**src/rtl/fisr_pkg.sv**
```systemverilog
package fisr_pkg;

	localparam int MW = 50;
	localparam int LATENCY = 21;

	localparam logic [31:0] RSQRT_MAGIC = 32'h5f375a86;
	localparam logic [31:0] CANON_QNAN = 32'h7fc00000;
	localparam logic [31:0] THREE_HALVES = 32'h3fc00000;
	localparam logic [31:0] SIGN_MASK = 32'h80000000;

	// Unpacked operand: subnormals carry an exponent of one and no hidden bit.
	typedef struct packed {
		logic nan;
		logic inf;
		logic zero;
		logic [7:0] exp;
		logic [23:0] mant;
	} fp_unp_t;

	// Exact value to round: (-1)^sign * mant * 2^exp, unless a special flag is set.
	typedef struct packed {
		logic valid;
		logic sign;
		logic nan;
		logic inf;
		logic zero;
		logic signed [10:0] exp;
		logic [MW-1:0] mant;
		logic [31:0] side;
	} rnd_in_t;

	typedef struct packed {
		logic valid;
		logic [31:0] bits;
		logic [31:0] side;
	} rnd_out_t;

	typedef struct packed {
		logic valid;
		logic nan;
		logic inf;
		logic sign;
		logic sub;
		logic signed [10:0] exp;
		logic [MW-1:0] mant_big;
		logic [MW-1:0] mant_small;
		logic [31:0] side;
	} add_al_t;

	function automatic fp_unp_t unpack(input logic [31:0] f);
		fp_unp_t u;
		u.nan = (&f[30:23]) && (|f[22:0]);
		u.inf = (&f[30:23]) && !(|f[22:0]);
		u.zero = (f[30:0] == 31'd0);
		u.exp = (f[30:23] == 8'd0) ? 8'd1 : f[30:23];
		u.mant = {|f[30:23], f[22:0]};
		return u;
	endfunction

	function automatic rnd_in_t half_prep(input logic valid, input logic [31:0] a,
			input logic [31:0] side);
		fp_unp_t u;
		rnd_in_t r;
		u = unpack(a);
		r.valid = valid;
		r.sign = a[31];
		r.nan = u.nan;
		r.inf = u.inf;
		r.zero = u.zero;
		r.exp = $signed({3'b000, u.exp}) - 11'sd151;
		r.mant = {26'd0, u.mant};
		r.side = side;
		return r;
	endfunction

	function automatic rnd_in_t mul_prep(input logic valid, input logic [31:0] a,
			input logic [31:0] b, input logic [31:0] side);
		fp_unp_t ua;
		fp_unp_t ub;
		rnd_in_t r;
		ua = unpack(a);
		ub = unpack(b);
		r.valid = valid;
		r.sign = a[31] ^ b[31];
		r.nan = ua.nan | ub.nan | (ua.inf & ub.zero) | (ub.inf & ua.zero);
		r.inf = ua.inf | ub.inf;
		r.zero = ua.zero | ub.zero;
		r.exp = $signed({3'b000, ua.exp}) + $signed({3'b000, ub.exp}) - 11'sd300;
		r.mant = {2'b00, {24'd0, ua.mant} * {24'd0, ub.mant}};
		r.side = side;
		return r;
	endfunction

	function automatic add_al_t add_align(input logic valid, input logic [31:0] a,
			input logic [31:0] b, input logic [31:0] side);
		fp_unp_t ua;
		fp_unp_t ub;
		fp_unp_t ubig;
		fp_unp_t usml;
		logic a_big;
		logic [8:0] diff;
		logic [5:0] sh;
		logic [2*MW-1:0] t;
		add_al_t r;
		ua = unpack(a);
		ub = unpack(b);
		a_big = (a[30:0] >= b[30:0]);
		ubig = a_big ? ua : ub;
		usml = a_big ? ub : ua;
		diff = {1'b0, ubig.exp} - {1'b0, usml.exp};
		sh = (diff > 9'd63) ? 6'd63 : diff[5:0];
		t = {1'b0, usml.mant, 25'd0, {MW{1'b0}}} >> sh;
		r.valid = valid;
		r.sub = a[31] ^ b[31];
		r.nan = ua.nan | ub.nan | (ua.inf & ub.inf & r.sub);
		r.inf = ua.inf | ub.inf;
		// An infinity is always the larger operand, so its sign wins.
		r.sign = a_big ? a[31] : b[31];
		r.exp = $signed({3'b000, ubig.exp}) - 11'sd175;
		r.mant_big = {1'b0, ubig.mant, 25'd0};
		r.mant_small = t[2*MW-1:MW] | {{(MW-1){1'b0}}, |t[MW-1:0]};
		r.side = side;
		return r;
	endfunction

	function automatic rnd_in_t add_sum(input add_al_t al);
		rnd_in_t r;
		r.valid = al.valid;
		r.nan = al.nan;
		r.inf = al.inf;
		r.zero = 1'b0;
		r.exp = al.exp;
		r.mant = al.sub ? (al.mant_big - al.mant_small) : (al.mant_big + al.mant_small);
		// Exact cancellation gives positive zero under round to nearest.
		r.sign = (al.sub && r.mant == '0) ? 1'b0 : al.sign;
		r.side = al.side;
		return r;
	endfunction

	function automatic logic [5:0] lead_zeros(input logic [MW-1:0] m);
		logic [5:0] lz;
		lz = '0;
		for (int i = 0; i < MW; i++) begin
			if (m[i]) begin
				lz = 6'(MW - 1 - i);
			end
		end
		return lz;
	endfunction

endpackage

```
**src/rtl/fisr_round.sv**
```systemverilog
module fisr_round (
	input logic clk,
	input logic arst_n,
	input fisr_pkg::rnd_in_t din,
	output fisr_pkg::rnd_out_t dout
);

	logic valid_s1, sign_s1, nan_s1, inf_s1, zero_s1;
	logic signed [10:0] exp_s1;
	logic [fisr_pkg::MW-1:0] mant_s1;
	logic [5:0] lz_s1;
	logic [31:0] side_s1;

	logic valid_s2, sign_s2, nan_s2, inf_s2, zero_s2;
	logic signed [10:0] eb_s2;
	logic [6:0] d_s2;
	logic [fisr_pkg::MW-1:0] mn_s2;
	logic [31:0] side_s2;

	logic signed [10:0] be;
	logic signed [10:0] eb;
	logic [10:0] dd;
	logic [2*fisr_pkg::MW-1:0] xs;
	logic [23:0] kept;
	logic guard, sticky, inc;
	logic [10:0] em1;
	logic [31:0] sum;
	logic [31:0] bits;

	always_ff @(posedge clk or negedge arst_n) begin
		if (!arst_n) begin
			valid_s1 <= 1'b0;
			valid_s2 <= 1'b0;
			dout <= '0;
		end else begin
			valid_s1 <= din.valid;
			valid_s2 <= valid_s1;
			dout.valid <= valid_s2;
			dout.bits <= bits;
			dout.side <= side_s2;
		end
	end

	always_ff @(posedge clk) begin
		sign_s1 <= din.sign;
		nan_s1 <= din.nan;
		inf_s1 <= din.inf;
		zero_s1 <= din.zero | (din.mant == '0);
		exp_s1 <= din.exp;
		mant_s1 <= din.mant;
		lz_s1 <= fisr_pkg::lead_zeros(din.mant);
		side_s1 <= din.side;

		sign_s2 <= sign_s1;
		nan_s2 <= nan_s1;
		inf_s2 <= inf_s1;
		zero_s2 <= zero_s1;
		eb_s2 <= eb;
		d_s2 <= (dd >= 11'd49) ? 7'd75 : 7'(dd + 11'd26);
		mn_s2 <= mant_s1 << lz_s1;
		side_s2 <= side_s1;
	end

	// Biased exponent of the leading one; below one the value goes subnormal.
	always_comb begin
		be = exp_s1 + 11'sd176 - $signed({5'b00000, lz_s1});
		eb = (be < 11'sd1) ? 11'sd1 : be;
		dd = 11'(eb - be);
	end

	always_comb begin
		xs = {mn_s2, {fisr_pkg::MW{1'b0}}} >> d_s2;
		kept = xs[fisr_pkg::MW+23:fisr_pkg::MW];
		guard = xs[fisr_pkg::MW-1];
		sticky = |xs[fisr_pkg::MW-2:0];
		inc = guard & (sticky | kept[0]);
		em1 = 11'(eb_s2 - 11'sd1);
		// A carry out of the significand moves straight into the exponent field.
		sum = {1'b0, em1[7:0], 23'd0} + {8'd0, kept} + {31'd0, inc};
		if (nan_s2) begin
			bits = fisr_pkg::CANON_QNAN;
		end else if (inf_s2 || eb_s2 >= 11'sd255 || sum[31] || (&sum[30:23])) begin
			bits = {sign_s2, 8'hff, 23'd0};
		end else if (zero_s2) begin
			bits = {sign_s2, 31'd0};
		end else begin
			bits = {sign_s2, sum[30:0]};
		end
	end

endmodule

```
**config.mk**
```make
export PLATFORM = sky130hd
export DESIGN_NAME = fisr_round
export DESIGN_NICKNAME = d
export VERILOG_FILES = /design/src/rtl/fisr_pkg.sv /design/src/rtl/fisr_round.sv
export SDC_FILE = /design/constraint.sdc
export NUM_CORES = 1
export LEC_CHECK = 0
export ABC_CLOCK_PERIOD_IN_PS = 6150
export BUFFER_PORTS_ARGS = -buffer_cell sky130_fd_sc_hd__buf_2
export CORE_ASPECT_RATIO = 0.7
export CORE_MARGIN = 2
export CORE_UTILIZATION = 45
export CTS_BUF_LIST = sky130_fd_sc_hd__clkbuf_16
export DETAILED_ROUTE_END_ITERATION = 7
export PLACE_DENSITY = 0.66
export SYNTH_ARGS = -nofsm -noshare
export SYNTH_HDL_FRONTEND = slang
export SYNTH_SLANG_ARGS = --single-unit
```
**constraint.sdc**
```tcl
create_clock -name clk -period 6.15 [get_ports clk]
set_input_delay 0.615 -clock clk [delete_from_list [all_inputs] [get_ports clk]]
set_output_delay 0.615 -clock clk [all_outputs]
set_load 0.1 [all_outputs]
```
# Word-level counts from Yosys, hierarchy flattened
# Index checks and enable logic that the tools add are counted.
dict set report word_totals {
  regBits 274
  in_bits 100
  out_inout_bits 65
  word_cells 105
}
dict set report op_classes {
  add_sub_neg 7
  magnitude_cmp 3
  shifts 2
  n_mux 53
  n_bitwise 3
  reduce_logical 11
}
# operator n
set ops {}
lappend ops {{$mux W6} 18}
lappend ops {{$shr A100 B7 Y74} 1}
lappend ops {{$mux W5} 16}
lappend ops {{$mux W31} 2}
lappend ops {{$logic_not A50 Y1} 1}
lappend ops {{$shl A50 B6 Y50} 1}
lappend ops {{$reduce_or A49 Y1} 1}
lappend ops {{$add A31 B24 Y32} 1}
lappend ops {{$add A32 B1 Y32} 1}
lappend ops {{$mux W32} 1}
lappend ops {{$mux W4} 8}
lappend ops {{$reduce_or A32 Y1} 1}
lappend ops {{$reduce_or A16 Y1} 1}
lappend ops {{$mux W3} 4}
lappend ops {{$add A11 B9 Y11 const B} 1}
lappend ops {{$ge A11 B6 Y1 const B} 1}
lappend ops {{$ge A11 B9 Y1 const B} 1}
lappend ops {{$lt A11 B2 Y1 const B} 1}
lappend ops {{$mux W11} 1}
lappend ops {{$sub A11 B11 Y11} 1}
lappend ops {{$sub A11 B7 Y11} 1}
lappend ops {{$reduce_and A8 Y1} 1}
lappend ops {{$reduce_or A8 Y1} 1}
lappend ops {{$sub A8 B2 Y8 const B} 1}
lappend ops {{8 further kinds} 12}

# Depth between registers and ports, before layout
dict set report depth {
  ltp_word 49
  ltp_mapped 28
  depth_no_buf 26
}

# Least setup slack after synthesis
# OpenSTA, ideal clock, no wires.
dict set report synth_timing {
  path_type {register -> register}
  startpoint {register lz_s1[2]}
  endpoint {register d_s2[0]}
  setup_time_ns 0.123
  arrival_time_ns 5.866
  t_required_ns 6.027
  setup_slack_ns 0.160
  path_stages_with_launch 29
  path_buffers 3
  synth_period_minus_slack_ns 5.990
  path_cell_list {dfxtp_1 inv_1 clkbuf_1 clkbuf_1 ha_1 ha_1 a21o_1 a21oi_1 o21bai_1 a21oi_1 o21bai_1 a21oi_1 nor2b_1 nor3_1 xnor2_1 or4_1 ha_1 clkbuf_1 inv_1 nand2_1 ha_1 xnor2_1 inv_1 ha_1 o21ai_0 nand3b_1 a31oi_1 nand3_1 or2_2}
}
dict set report synth_between {
  elab_chain_cells 5
  elab_cells_between_ends 6
  classes_between {3 x add/sub; 2 x order compare; 1 x mux}
}
# item line
set synth_lines {}
lappend synth_lines {{start, declared} fisr_round.sv:11} ;# logic [5:0] lz_s1;
lappend synth_lines {{start signal, assigned} fisr_round.sv:51} ;# lz_s1 <= fisr_pkg::lead_zeros(din.mant);
lappend synth_lines {{$sub A11 B7 Y11 (*)} fisr_round.sv:66} ;# be = exp_s1 + 11'sd176 - $signed({5'b00000, lz_s1});
lappend synth_lines {{$lt A11 B2 Y1} fisr_round.sv:67} ;# eb = (be < 11'sd1) ? 11'sd1 : be;
lappend synth_lines {{$mux W11} fisr_round.sv:67}
lappend synth_lines {{$sub A11 B11 Y11 (*)} fisr_round.sv:68} ;# dd = 11'(eb - be);
lappend synth_lines {{$ge A11 B6 Y1 or $add A7 B5 Y7 (tied branches)} fisr_round.sv:59} ;# d_s2 <= (dd >= 11'd49) ? 7'd75 : 7'(dd + 11'd26);
lappend synth_lines {{end signal, assigned} fisr_round.sv:59}
lappend synth_lines {{end, declared} fisr_round.sv:16} ;# logic [6:0] d_s2;
# Mark *: on every way between the ends. The rest lies on a longest branch, timed or not.
# A chain may end at the register's enable or synchronous reset.

# Final worst setup path
dict set report layout_timing {
  startpoint {register lz_s1[1]}
  endpoint {register d_s2[0]}
}
# The elaborated chain is that of the path after synthesis.

==> results.cfg <==
[yosys]
yosysTopAreaCell = dfxtp_1
synth.avg_cell_area_um2 = 9.530
netlist_area_um2 = 15340
synth_top_family_by_area = multiplexers
synth_top_area_share_pct = 27.01
yosysWarningCount = 0
synth_compound_area_share_pct = 14.47
synth_area_leaders = dfxtp_1 (27%), mux4_2 (13%), dfrtp_1 (11%)
synth_mux_area_share_pct = 21.52
syn_nets = 1737
synth_adder_area_share_pct = 2.251
yosysSeqAreaShare_pct = 37.94
async_flop_share_pct = 24.45
synthTopCellsByCount = dfxtp_1 (207), nor2_1 (207), nand2_1 (178), mux2i_1 (97), mux4_2 (86)
synth_edf_count = 0
synthDistinctLibCells = 83
synth_xor_area_share_pct = 2.455
synth-simple-area-share_pct = 17.07
ys_seq_elements = 274
syn_inst = 1610
synth_flop_cell = dfxtp_1

[worst_setup_path]
required_ps = 6590
max_stage_delay_ps = 540
crit_chain = inv_2, ha_1, ha_1, fa_1, a21o_1, a21oi_1, o21bai_1, a21oi_1, o21ai_0, xor2_1, nand2_1, or4_1, ha_1, inv_1, nand2_1, ha_1, xnor2_2, inv_1, ha_1, o21ai_0, nand3b_1, a31oi_1, nand3_1, or2_2
path_max_fanout = 7
critical-path-top-delay-family = adder cells
critPathLaunchType = flop
critPathSlowestCell = or4_1
critical_path_class = flop to flop
reg2reg_slack_ps = 560
critical_path.most_common_cell = ha_1
path_buf_inv = 3
cp-end-kind = flop
cp.arrival_ps = 6030

[sta]
fin_ws_ps = 559.8
grt_setup_unrepaired = no
finalClockSkew_ps = 13.81
tns_ps = 0
max_freq_mhz = 178.9
hold_viol_final = 0
finalCritPeriodShare_pct = 90.90
worstMarginPinSlew_ps = 1033
setup_viol_count_final = 0
slew_headroom_pct = 30.47
post-route-min-period_ps = 5590
drv_slew = 0
whs_ps = 151.9

[grt]
use_met3_pct = 5.702
grt_pass1_vias = 11990
antenna_found_initial = 1
grt_pass1_wl_um = 70330
gr-total-overflow = 0
use_met1_pct = 39.45
globalRoute.busiestLayer = met1
grt_usage_pct = 25.50
use_met2_pct = 36.13
grt_max_degree = 68

[worst_hold_path]
min_path_type = primary input to flop

[layout]
num-fill-cells = 3047
multi_input_area_um2 = 8874
nets = 1866
post-route-util_pct = 51.74
seq_area_um2 = 5829
syn_to_final_growth_pct = 13.17
diodes = 0
drive_gt1_share_pct = 22.54

[placement]
pre_cts_ws_ps = 425.0
portBuffers = 164
dp_hpwl_um = 35800
gp_congestion = 0.9908

[clocking]
h-tree-depth = 1
clock_tree.buffer_depth = 3
hold_buffers = 0
cts.reportedPaths.clkPinSlew_ps = 70
tritoncts = done
clock_latency_ps = 560
numCtsBuffers = 25
cts_sinks = 274
root_buffer = clkbuf_16

[drt]
dr_total_vias = 13050
drtIter0Drc = 1686
ant_nets = 0
post_drt_wl_per_cell_um = 20.82
drtPass1Iterations = 8
route.final.wire_length_um = 45650
routed_via_density = 5.954
drc = 0

[pwr]
p_per_area_nw_per_um2 = 291.1
leakage_nw = 7.527
ir_drop_mv = 0.2649

[floorplanning]
dieArea_um2 = 35610
fp-row-count = 56
core_um2 = 33560
start_util_pct = 45.72
die_h_um = 158.5
ioPinCount = 165
dieWidth_um = 224.7

[job]
drv_cap = 0

[run_status]
outcome = complete, no violations
[final timing paths]
path                        startpoint          end  depth (start not counted)
setup / recovery              lz_s1[1]      d_s2[0]                         24
hold / removal                  din[9]   side_s1[9]                          1
setup reg to reg              lz_s1[1]      d_s2[0]                         24
hold reg to reg            side_s1[25]  side_s2[25]                          0
max in group asynchronous       arst_n      dout[3]                          2
min in group asynchronous       arst_n     dout[35]                          2
[sequential cells by signal (all words and copies together), names as in the netlist]
signal    cells
nan_s2        1
eb_s2        11
valid_s1      1
mant_s1      50
lz_s1         6
dout         65
side_s2      32
inf_s2        1
sign_s2       1
inf_s1        1
mn_s2        50
d_s2          7
valid_s2      1
nan_s1        1
exp_s1       11
zero_s2       1
sign_s1       1
zero_s1       1
side_s1      32
[cell type report]
type / count / share of cell area (%)
multi-input combinational: 1190 / 51.10
sequential: 274 / 33.57
timing repair buffer: 201 / 6.399
clock buffer: 25 / 3.603
tap: 435 / 3.134
clock inverter: 20 / 1.175
inverter: 47 / 1.016
[stage by stage]
stage / power, mW / cells / area, um^2
6_report: 5.055 / 2192 / 17360
2_1_floorplan: 3.058 / 1610 / 15340
3_3_place_gp: 3.481 / 2146 / 16520
4_1_cts: 5.056 / 2191 / 17350
3_5_place_dp: 3.481 / 2146 / 16520
5_1_grt: 5.289 / 2192 / 17360
[per-layer routing]
| metal | vias to the layer above | share of wire [%] |
|---|---|---|
| met3 | 78 | 9.1 |
| met1 | 6259 | 48 |
| li1 | 6153 | - |
| met4 | 0 | 2.0 |
| met5 | - | 0 |
| met2 | 561 | 41 |
[cell usage in the layout, fill, tap and decap left out, types with 31 or more instances in the layout]
cell type  synthesis  layout
o21ai_0           61      61
inv_1             45      49
dfxtp_1          207     202
mux4_2            86      86
buf_4              5      36
a21oi_1           79      79
mux2_2            33      33
buf_2             11     164
dfrtp_1           67      67
nor2_1           207     207
mux2i_1           97      97
o22ai_1           35      35
nand2_1          178     178
nand3_1           31      31
[power breakdown]
| group | total, mW | switching [mW] | internal (mW) |
|---|---|---|---|
| clock | 1.57 | 0.690 | 0.879 |
| sequential | 2.03 | 0.118 | 1.91 |
| combinational | 1.46 | 0.906 | 0.550 |
| total | 5.05 | 1.71 | 3.34 |
[cell families after synthesis]
family,count (synthesis)
AO/OA/AOI/OAI,334
XOR/XNOR,43
adder cells (fa/ha/maj),27
buffers and inverters,146
flip-flops,274
multiplexers,218
other,1
AND/OR/NAND/NOR,567
[repair_timing]
| action | in CTS | in global routing |
|---|---|---|
| buffers inserted | 0 | 1 |
| gates resized for setup | 0 | 1 |
| endpoints found under the setup margin | 0 | 2 |
No activity file was read; power rests on OpenSTA's default activity.
